$ cat src/rtl/csblit_pkg.sv
// Shared types and constants for the clipped transparent sprite blitter.
`default_nettype none
package csblit_pkg;

    localparam int DEFAULT_PITCH = 320;
    localparam int MAX_DIM       = 1024;
    localparam int MIN_WIDTH     = 4;

    localparam int POS_W   = 12;
    localparam int COORD_W = 13;
    localparam int DIM_W   = 10;
    localparam int ADDR_W  = 20;
    localparam int PIX_W   = 8;
    localparam int PROD_W  = DIM_W + 1 + POS_W;

    localparam int IN_TDATA_W  = 64;
    localparam int OUT_TDATA_W = 32;
    localparam int CFG_IDX_W   = 3;
    localparam int CFG_DATA_W  = 20;

    localparam int QDEPTH = 4;
    localparam int QPTR_W = 2;
    localparam int QCNT_W = 3;

    localparam logic CMD_HEADER = 1'b0;
    localparam logic CMD_PIXEL  = 1'b1;

    localparam logic [DIM_W-1:0] CLIP_RIGHT_RST  = 10'd320;
    localparam logic [DIM_W-1:0] CLIP_BOTTOM_RST = 10'd200;

    typedef enum logic [CFG_IDX_W-1:0] {
        CFG_CLIP_LEFT   = 3'd0,
        CFG_CLIP_TOP    = 3'd1,
        CFG_CLIP_RIGHT  = 3'd2,
        CFG_CLIP_BOTTOM = 3'd3,
        CFG_FRAME_BASE  = 3'd4
    } cfg_index_t;

    typedef logic signed [COORD_W-1:0] coord_t;

    // One classified item as it waits between front and back.
    typedef struct packed {
        logic               is_header;
        logic               active;
        logic [PIX_W-1:0]   pixel;
        coord_t             ox;
        coord_t             oy;
        coord_t             wx0;
        coord_t             wx1;
        coord_t             wy0;
        coord_t             wy1;
        logic [DIM_W-1:0]   w;
        logic [DIM_W-1:0]   h;
        logic [DIM_W-1:0]   pitch;
        logic [ADDR_W-1:0]  row_base;
    } qentry_t;

endpackage
`default_nettype wire

$ cat src/rtl/csblit_front.sv
// Front end: register file, item accept and two-stage header classification.
`default_nettype none
module csblit_front (
    input  logic                                  clk,
    input  logic                                  rst_n,
    input  logic                                  s_tvalid,
    output logic                                  s_tready,
    input  logic [csblit_pkg::IN_TDATA_W-1:0]     s_tdata,
    input  logic                                  s_tuser,
    input  logic                                  cfg_we,
    input  logic [csblit_pkg::CFG_IDX_W-1:0]      cfg_index,
    input  logic [csblit_pkg::CFG_DATA_W-1:0]     cfg_data,
    input  logic                                  q_pop,
    output logic                                  push_valid,
    output csblit_pkg::qentry_t                   push_entry
);
    import csblit_pkg::*;

    logic [DIM_W-1:0]  clip_left_reg;
    logic [DIM_W-1:0]  clip_top_reg;
    logic [DIM_W-1:0]  clip_right_reg;
    logic [DIM_W-1:0]  clip_bottom_reg;
    logic [ADDR_W-1:0] frame_base_reg;

    logic [QCNT_W-1:0] occ_reg;
    logic              v1_reg;
    logic              v2_reg;
    qentry_t           s1_reg;
    qentry_t           s2_reg;
    logic signed [PROD_W-1:0] prod1_reg;

    logic                     accept;
    logic [POS_W-1:0]         in_pos_x;
    logic [POS_W-1:0]         in_pos_y;
    logic [DIM_W-1:0]         in_w;
    logic [DIM_W-1:0]         in_h;
    logic [DIM_W-1:0]         in_p;
    logic [PIX_W-1:0]         in_pix;
    logic [DIM_W-1:0]         w_c;
    logic [DIM_W-1:0]         h_c;
    logic [DIM_W-1:0]         pitch_c;
    coord_t                   ox_c;
    coord_t                   oy_c;
    coord_t                   x_end;
    coord_t                   y_end;
    coord_t                   cl;
    coord_t                   ct;
    coord_t                   cr;
    coord_t                   cb;
    logic signed [PROD_W-1:0] prod_c;
    qentry_t                  s1_next;
    qentry_t                  s2_next;

    always_ff @(posedge clk or negedge rst_n)
    begin
        if (!rst_n)
        begin
            clip_left_reg   <= '0;
            clip_top_reg    <= '0;
            clip_right_reg  <= CLIP_RIGHT_RST;
            clip_bottom_reg <= CLIP_BOTTOM_RST;
            frame_base_reg  <= '0;
        end
        else if (cfg_we)
        begin
            case (cfg_index)
                CFG_CLIP_LEFT:   clip_left_reg   <= cfg_data[DIM_W-1:0];
                CFG_CLIP_TOP:    clip_top_reg    <= cfg_data[DIM_W-1:0];
                CFG_CLIP_RIGHT:  clip_right_reg  <= cfg_data[DIM_W-1:0];
                CFG_CLIP_BOTTOM: clip_bottom_reg <= cfg_data[DIM_W-1:0];
                CFG_FRAME_BASE:  frame_base_reg  <= cfg_data[ADDR_W-1:0];
                default: ;
            endcase
        end
    end

    // Credit covers both stages and the queue, so the stages never stall.
    assign s_tready = (occ_reg < QCNT_W'(QDEPTH));
    assign accept   = s_tvalid && s_tready;

    assign in_pos_x = s_tdata[11:0];
    assign in_pos_y = s_tdata[23:12];
    assign in_w     = s_tdata[33:24];
    assign in_h     = s_tdata[43:34];
    assign in_p     = s_tdata[53:44];
    assign in_pix   = s_tdata[61:54];

    always_comb
    begin
        w_c     = (32'(in_w) > MAX_DIM - 1) ? DIM_W'(MAX_DIM - 1) : in_w;
        h_c     = (32'(in_h) > MAX_DIM - 1) ? DIM_W'(MAX_DIM - 1) : in_h;
        pitch_c = (in_p == '0) ? DIM_W'(DEFAULT_PITCH) : in_p;
        ox_c    = $signed({in_pos_x[POS_W-1], in_pos_x});
        oy_c    = $signed({in_pos_y[POS_W-1], in_pos_y});
        x_end   = ox_c + $signed({3'b000, w_c});
        y_end   = oy_c + $signed({3'b000, h_c});
        cl      = $signed({3'b000, clip_left_reg});
        ct      = $signed({3'b000, clip_top_reg});
        cr      = $signed({3'b000, clip_right_reg});
        cb      = $signed({3'b000, clip_bottom_reg});
        prod_c  = $signed({1'b0, pitch_c}) * $signed(in_pos_y);

        s1_next           = '0;
        s1_next.is_header = (s_tuser == CMD_HEADER);
        s1_next.pixel     = in_pix;
        s1_next.ox        = ox_c;
        s1_next.oy        = oy_c;
        s1_next.w         = w_c;
        s1_next.h         = h_c;
        s1_next.pitch     = pitch_c;
        s1_next.wx0       = (ox_c > cl) ? ox_c : cl;
        s1_next.wx1       = (x_end < cr) ? x_end : cr;
        s1_next.wy0       = (oy_c > ct) ? oy_c : ct;
        s1_next.wy1       = (y_end < cb) ? y_end : cb;

        s2_next          = s1_reg;
        s2_next.row_base = frame_base_reg + prod1_reg[ADDR_W-1:0];
        // Drop when too small or fewer than 2 columns or no rows are visible.
        s2_next.active   = (s1_reg.h != '0)
                        && (32'(s1_reg.w) >= MIN_WIDTH)
                        && (s1_reg.wx1 > s1_reg.wx0 + COORD_W'(1))
                        && (s1_reg.wy1 > s1_reg.wy0);
    end

    always_ff @(posedge clk or negedge rst_n)
    begin
        if (!rst_n)
        begin
            occ_reg <= '0;
            v1_reg  <= 1'b0;
            v2_reg  <= 1'b0;
        end
        else
        begin
            occ_reg <= occ_reg + QCNT_W'(accept) - QCNT_W'(q_pop);
            v1_reg  <= accept;
            v2_reg  <= v1_reg;
        end
    end

    always_ff @(posedge clk)
    begin
        s1_reg    <= s1_next;
        prod1_reg <= prod_c;
        s2_reg    <= s2_next;
    end

    assign push_valid = v2_reg;
    assign push_entry = s2_reg;

endmodule
`default_nettype wire

$ cat src/rtl/csblit_fifo.sv
// Short queue of classified items between front and back.
`default_nettype none
module csblit_fifo (
    input  logic                clk,
    input  logic                rst_n,
    input  logic                push,
    input  csblit_pkg::qentry_t push_entry,
    input  logic                pop,
    output logic                head_valid,
    output csblit_pkg::qentry_t head_entry
);
    import csblit_pkg::*;

    qentry_t           slot_reg [QDEPTH];
    logic [QPTR_W-1:0] wr_ptr_reg;
    logic [QPTR_W-1:0] rd_ptr_reg;
    logic [QCNT_W-1:0] count_reg;

    always_ff @(posedge clk or negedge rst_n)
    begin
        if (!rst_n)
        begin
            wr_ptr_reg <= '0;
            rd_ptr_reg <= '0;
            count_reg  <= '0;
        end
        else
        begin
            if (push)
                wr_ptr_reg <= wr_ptr_reg + QPTR_W'(1);
            if (pop)
                rd_ptr_reg <= rd_ptr_reg + QPTR_W'(1);
            count_reg <= count_reg + QCNT_W'(push) - QCNT_W'(pop);
        end
    end

    always_ff @(posedge clk)
    begin
        if (push)
            slot_reg[wr_ptr_reg] <= push_entry;
    end

    assign head_valid = (count_reg != '0);
    assign head_entry = slot_reg[rd_ptr_reg];

endmodule
`default_nettype wire

$ cat src/rtl/csblit_back.sv
// Back end: raster walk over the sprite, clip test and output register.
`default_nettype none
module csblit_back (
    input  logic                                 clk,
    input  logic                                 rst_n,
    input  logic                                 q_valid,
    input  csblit_pkg::qentry_t                  q_entry,
    output logic                                 q_pop,
    output logic                                 m_tvalid,
    input  logic                                 m_tready,
    output logic [csblit_pkg::OUT_TDATA_W-1:0]   m_tdata
);
    import csblit_pkg::*;

    logic              active_reg;
    logic [DIM_W-1:0]  col_reg;
    logic [DIM_W-1:0]  row_reg;
    logic [DIM_W-1:0]  width_reg;
    logic [DIM_W-1:0]  height_reg;
    logic [DIM_W-1:0]  pitch_reg;
    logic [ADDR_W-1:0] row_base_reg;
    coord_t            ox_reg;
    coord_t            sx_reg;
    coord_t            sy_reg;
    coord_t            wx0_reg;
    coord_t            wx1_reg;
    coord_t            wy0_reg;
    coord_t            wy1_reg;
    logic              out_valid_reg;
    logic [ADDR_W-1:0] out_addr_reg;
    logic [PIX_W-1:0]  out_color_reg;

    logic              pix_go;
    logic              hit;
    logic              col_last;
    logic              row_last;
    logic [ADDR_W-1:0] addr;

    assign q_pop  = q_valid && (!out_valid_reg || m_tready);
    assign pix_go = q_pop && !q_entry.is_header && active_reg;

    assign hit = (q_entry.pixel != '0)
              && (sx_reg >= wx0_reg) && (sx_reg < wx1_reg)
              && (sy_reg >= wy0_reg) && (sy_reg < wy1_reg);

    assign addr     = row_base_reg
                    + {{(ADDR_W-COORD_W){sx_reg[COORD_W-1]}}, sx_reg};
    assign col_last = ({1'b0, col_reg} + (DIM_W+1)'(1)) == {1'b0, width_reg};
    assign row_last = ({1'b0, row_reg} + (DIM_W+1)'(1)) == {1'b0, height_reg};

    always_ff @(posedge clk or negedge rst_n)
    begin
        if (!rst_n)
        begin
            active_reg   <= 1'b0;
            col_reg      <= '0;
            row_reg      <= '0;
            width_reg    <= '0;
            height_reg   <= '0;
            pitch_reg    <= DIM_W'(DEFAULT_PITCH);
            row_base_reg <= '0;
            ox_reg       <= '0;
            sx_reg       <= '0;
            sy_reg       <= '0;
            wx0_reg      <= '0;
            wx1_reg      <= '0;
            wy0_reg      <= '0;
            wy1_reg      <= '0;
        end
        else if (q_pop && q_entry.is_header)
        begin
            // A new header abandons whatever sprite was in progress.
            active_reg   <= q_entry.active;
            col_reg      <= '0;
            row_reg      <= '0;
            width_reg    <= q_entry.w;
            height_reg   <= q_entry.h;
            pitch_reg    <= q_entry.pitch;
            row_base_reg <= q_entry.row_base;
            ox_reg       <= q_entry.ox;
            sx_reg       <= q_entry.ox;
            sy_reg       <= q_entry.oy;
            wx0_reg      <= q_entry.wx0;
            wx1_reg      <= q_entry.wx1;
            wy0_reg      <= q_entry.wy0;
            wy1_reg      <= q_entry.wy1;
        end
        else if (pix_go)
        begin
            if (col_last)
            begin
                col_reg      <= '0;
                row_reg      <= row_reg + DIM_W'(1);
                sx_reg       <= ox_reg;
                sy_reg       <= sy_reg + COORD_W'(1);
                row_base_reg <= row_base_reg + {{(ADDR_W-DIM_W){1'b0}}, pitch_reg};
                if (row_last)
                    active_reg <= 1'b0;
            end
            else
            begin
                col_reg <= col_reg + DIM_W'(1);
                sx_reg  <= sx_reg + COORD_W'(1);
            end
        end
    end

    always_ff @(posedge clk or negedge rst_n)
    begin
        if (!rst_n)
            out_valid_reg <= 1'b0;
        else if (pix_go && hit)
            out_valid_reg <= 1'b1;
        else if (m_tready)
            out_valid_reg <= 1'b0;
    end

    always_ff @(posedge clk)
    begin
        if (pix_go && hit)
        begin
            out_addr_reg  <= addr;
            out_color_reg <= q_entry.pixel;
        end
    end

    assign m_tvalid = out_valid_reg;
    assign m_tdata  = {{(OUT_TDATA_W-ADDR_W-PIX_W){1'b0}}, out_color_reg, out_addr_reg};

endmodule
`default_nettype wire

$ cat src/rtl/clipped_transparent_sprite_blit.sv
// Path: an opaque, visible pixel item passes the two classify stages, the queue and the output register to m_tvalid.
// Throughput: one item per cycle, headers and pixels alike, while m_tready stays high;
// at most 4 items sit between s_tready and the output register (two classify stages
// plus the queue), which sets how long input keeps flowing under output backpressure.
// Reset: rst_n clears asynchronously; clip rectangle returns to 0,0,320,200, frame
// base to 0, no sprite active, queue and output empty. No clearing pass is needed.
`default_nettype none
module clipped_transparent_sprite_blit (
    input  logic                                 clk,
    input  logic                                 rst_n,
    input  logic                                 s_tvalid,
    output logic                                 s_tready,
    // pos_x[11:0], pos_y[23:12], sprite_width[33:24], sprite_height[43:34],
    // dest_pitch[53:44], pixel_value[61:54], zero fill above
    input  logic [csblit_pkg::IN_TDATA_W-1:0]    s_tdata,
    // command (0 header, 1 pixel)
    input  logic                                 s_tuser,
    output logic                                 m_tvalid,
    input  logic                                 m_tready,
    // write_address[19:0], write_color[27:20], zero fill above
    output logic [csblit_pkg::OUT_TDATA_W-1:0]   m_tdata,
    input  logic                                 cfg_we,
    input  logic [csblit_pkg::CFG_IDX_W-1:0]     cfg_index,
    input  logic [csblit_pkg::CFG_DATA_W-1:0]    cfg_data
);
    import csblit_pkg::*;

    logic    push_valid;
    qentry_t push_entry;
    logic    head_valid;
    qentry_t head_entry;
    logic    q_pop;

    csblit_front u_front (
        .clk        (clk),
        .rst_n      (rst_n),
        .s_tvalid   (s_tvalid),
        .s_tready   (s_tready),
        .s_tdata    (s_tdata),
        .s_tuser    (s_tuser),
        .cfg_we     (cfg_we),
        .cfg_index  (cfg_index),
        .cfg_data   (cfg_data),
        .q_pop      (q_pop),
        .push_valid (push_valid),
        .push_entry (push_entry)
    );

    csblit_fifo u_fifo (
        .clk        (clk),
        .rst_n      (rst_n),
        .push       (push_valid),
        .push_entry (push_entry),
        .pop        (q_pop),
        .head_valid (head_valid),
        .head_entry (head_entry)
    );

    csblit_back u_back (
        .clk      (clk),
        .rst_n    (rst_n),
        .q_valid  (head_valid),
        .q_entry  (head_entry),
        .q_pop    (q_pop),
        .m_tvalid (m_tvalid),
        .m_tready (m_tready),
        .m_tdata  (m_tdata)
    );

endmodule
`default_nettype wire

$ cat config.mk
export PLATFORM = sky130hd
export DESIGN_NAME = clipped_transparent_sprite_blit
export DESIGN_NICKNAME = d
export VERILOG_FILES = /design/src/rtl/csblit_pkg.sv /design/src/rtl/csblit_front.sv /design/src/rtl/csblit_fifo.sv /design/src/rtl/csblit_back.sv /design/src/rtl/clipped_transparent_sprite_blit.sv
export SDC_FILE = /design/constraint.sdc
export NUM_CORES = 2
export LEC_CHECK = 0
export ABC_AREA = 0
export BUFFER_PORTS_ARGS = -buffer_cell sky130_fd_sc_hd__clkbuf_2
export CAP_MARGIN = 40
export CORE_MARGIN = 10
export CORE_UTILIZATION = 30
export CTS_BUF_LIST = sky130_fd_sc_hd__clkbuf_4 sky130_fd_sc_hd__clkbuf_8
export CTS_CLUSTER_DIAMETER = 100
export CTS_CLUSTER_SIZE = 30
export DETAILED_ROUTE_END_ITERATION = 8
export SYNTH_ARGS = -nofsm -noshare
export SYNTH_HDL_FRONTEND = slang
export SYNTH_SLANG_ARGS = --single-unit
$ cat constraint.sdc
create_clock -name clk -period 8.89 [get_ports clk]
set_input_delay 0.4445 -clock clk [delete_from_list [all_inputs] [get_ports clk]]
set_output_delay 0.4445 -clock clk [all_outputs]
set_load 0.02 [all_outputs]
==> out/summary.txt <==
Power, Total = 16300 µW
Ys async rst share = 21.8%
Post-synth EDFFs = 564
Unique cell type count in the Yosys netlist = 93
Relative slew slack = 43.2%
CTS H-tree depth = 2
CTS tree = done
DR pass1 iterations = 5
Placer Congestion = 0.796
Via count of the first global-routing pass = 27.5k
Cts repair resizes = 0
Synth area leaders = edfxtp_1 36%, dfrtp_1 12%, dfxtp_1 11%, mux4_2 6.4%, ha_1 6.4%
Via Count = 26.6k
Io pins = 127
CP max FO = 14
CTS buffer count = 45
Post-synthesis register bit count = 1063
Yosys top cell by area = edfxtp_1
Avg Cell Area, Syn = 13.5 µm²
Switching pwr = 6220 µW
Switching fraction of total power = 38.1%
Core footprint = 156000 µm²
Hpwl dp = 75.9 mm
Synthesized instance count = 3483
Reg-to-reg endpoint = u_back.out_addr_reg[12]
Status = finished clean
Setup TNS = 0 ns
Via density = 4.63
Slew @ Worst Pin = 0.830 ns
Reg2Reg Launch Point = u_fifo.rd_ptr_reg[0]
First-pass GRT wire length = 168 mm
Type of the tightest min-delay check = in2reg
Largest register FFs = 536
Die H = 416 µm
Internal reg-to-reg setup slack = 4.66 ns
Setup violators final = 0
Pwr Density = 314 nW/µm²
Antenna Nets Post-Route = 0
Die width = 416 µm
Initial antenna violation count = 11
Finished Layout Cells = 5737
GRT busiest layer = met2
Area Growth Syn to Fin = 10.5%
Final WL = 109 mm
Drt wl/cell = 19.0 µm
Pleak = 0.0203 µW
Unrepaired setup endpoints after global routing = no
Part of the cycle the worst path needs = 68.0%
Grt met3 use = 1.47%
Initial Util = 30.1%
DP Cell Count = 5579
Clk sinks = 1063
Crit path DAT = 6.76 ns
Post-synthesis cell area = 47000 µm²
Root Driver = clkbuf_8
Count leader, synth = edfxtp_1
Clock Tree Buf Depth = 3
Internal power = 10100 µW
Part of the power in registers = 44.1%
Pins Over Slew Limit = 0
CP Capture Type = register
IR drop worst, VDD = 0.239 mV
Critical path class = in2reg
Combinational group share of total power = 42.5%
Nets = 4079
Detailed-route DRC error count = 0
Clock Power Share = 13.4%
Post-synth top area share = 36.0%
Required @ worst endpoint = 9.60 ns
Util after Layout = 33.3%
Worst r2r path cells = 8
Yosys warnings = 0
Clock Latency Late Sink = 0.82 ns
Final Hold Viols = 0
Hold-critical path depth = 1
GRT overflow = 0
Commonest cells in the netlist = 564 x edfxtp_1, 369 x nand2_1, 294 x inv_1, 267 x dfxtp_1, 241 x ha_1
Gr usage total = 12.4%
1st-iter DRT viols = 1835
Worst Skew = 0.0898 ns
Fillers = 15.3k
Crit path from = s_tdata[47]
Max Freq = 165 MHz
IO buf count = 120
Die area = 173000 µm²
M1 GR Usage = 16.5%
Final critical-path required period = 6.05 ns
Share of layout cells above drive strength 1 = 13.5%
Max cap viols = 0
Std-Cell Rows = 145
Hold wc startpoint = s_tdata[18]
Most used DFF post-synth = edfxtp_1
Register area share after synthesis = 59.7%
Largest net degree at the start of global routing = 138
WHS Endpoint = u_front.s1_reg[108]
Clk pin slew, worst setup/hold paths = 0.16 ns
Startpoint Class = input pin
Met2 usage = 21.4%
## how the worst max path moves through the flow
stage,to,cells past startpoint
after CTS,u_front.prod1_reg[18],20
after floorplan,u_front.prod1_reg[18],20
after global placement,u_front.prod1_reg[18],20
after global routing,u_front.prod1_reg[18],20
final,u_front.prod1_reg[18],20
after detailed placement,u_front.prod1_reg[18],19
## cell families after synthesis
kind of cell,count (synthesis),share of synthesized area [%]
compound gates,498,6.75
xor+xnor,126,2.41
fa+ha+maj,347,10.9
buf+inv,419,3.52
flops,1063,59.7
mux,216,8.44
other cells,1,0.00797
simple gates,813,8.22
## final cells by class
cell class	instances	area [µm²]	area share (%)
diodes	4	10.0	0.0193
clock buffers	71	827	1.59
clock inverters	12	211	0.407
inverters	294	1100	2.12
multi-input cells	2006	17400	33.4
flip-flops and latches	1063	28100	54.1
well taps	2058	2570	4.95
repair buffers	229	1790	3.44
## critical path, stage by stage
cell and delay [ns]:
dlygate4sd3_1 0.55, clkbuf_2 0.30, nor4_1 0.45, a31o_2 0.40, nand2_1 0.12, fa_1 0.44
fa_1 0.55, inv_1 0.05, ha_1 0.31, fa_1 0.54, inv_1 0.05, fa_1 0.53
inv_1 0.05, ha_1 0.23, o41a_1 0.46, a41o_1 0.29, nor4_2 0.25, nor3_1 0.14
or4_1 0.51, o311ai_0 0.10
## power groups by stage
stage | combinational [µW] | clock [µW] | sequential, µW
6_report | 6940 | 2190 | 7200
5_1_grt | 7850 | 2440 | 7330
3_5_place_dp | 6980 | 0 | 7330
4_1_cts | 7040 | 2280 | 7220
2_1_floorplan | 5290 | 0 | 7020
3_3_place_gp | 6840 | 0 | 7290
## metrics by stage
stage / cell area, µm² / hold WS [ns] / setup slack [ns]
floorplan: 47000 / 0.149 / 3.19
global placement: 50000 / 0.310 / 2.59
detailed placement: 50200 / 0.312 / 2.57
CTS: 52000 / 0.00387 / 2.90
global route: 52000 / 0.0311 / 2.45
finish: 52000 / 0.0915 / 2.84
## metal layers
layer	part of all wire [%]	vias up
met2	49	424
met5	0.038	-
met4	2.1	8
met3	3.5	119
li1	-	12700
met1	46	13300
## cell usage in the layout (no fill, tap or decap), drive strengths merged, types with 11 or more instances in the layout
master	count
clkbuf	190
buf	38
fa	106
nor3	32
dfxtp	267
o31ai	11
xor2	29
dlygate4sd3	71
ha	241
inv	300
dfrtp	225
mux2	73
and3	31
nor2b	36
a21oi	97
o21a	30
a31oi	15
o211ai	12
xnor2	95
nand2b	26
edfxtp	564
o21ai	191
nand4	20
and2	62
nor4	16
a211oi	15
nand2	370
a21o	36
nor2	110
mux4	134
nand3	63
## what timing repair did
action                    4_1_cts  5_1_grt
hold endpoints to repair      137        0
hold buffers                   71        0
buffers inserted                0        0
No activity file was read; power rests on OpenSTA's default activity.
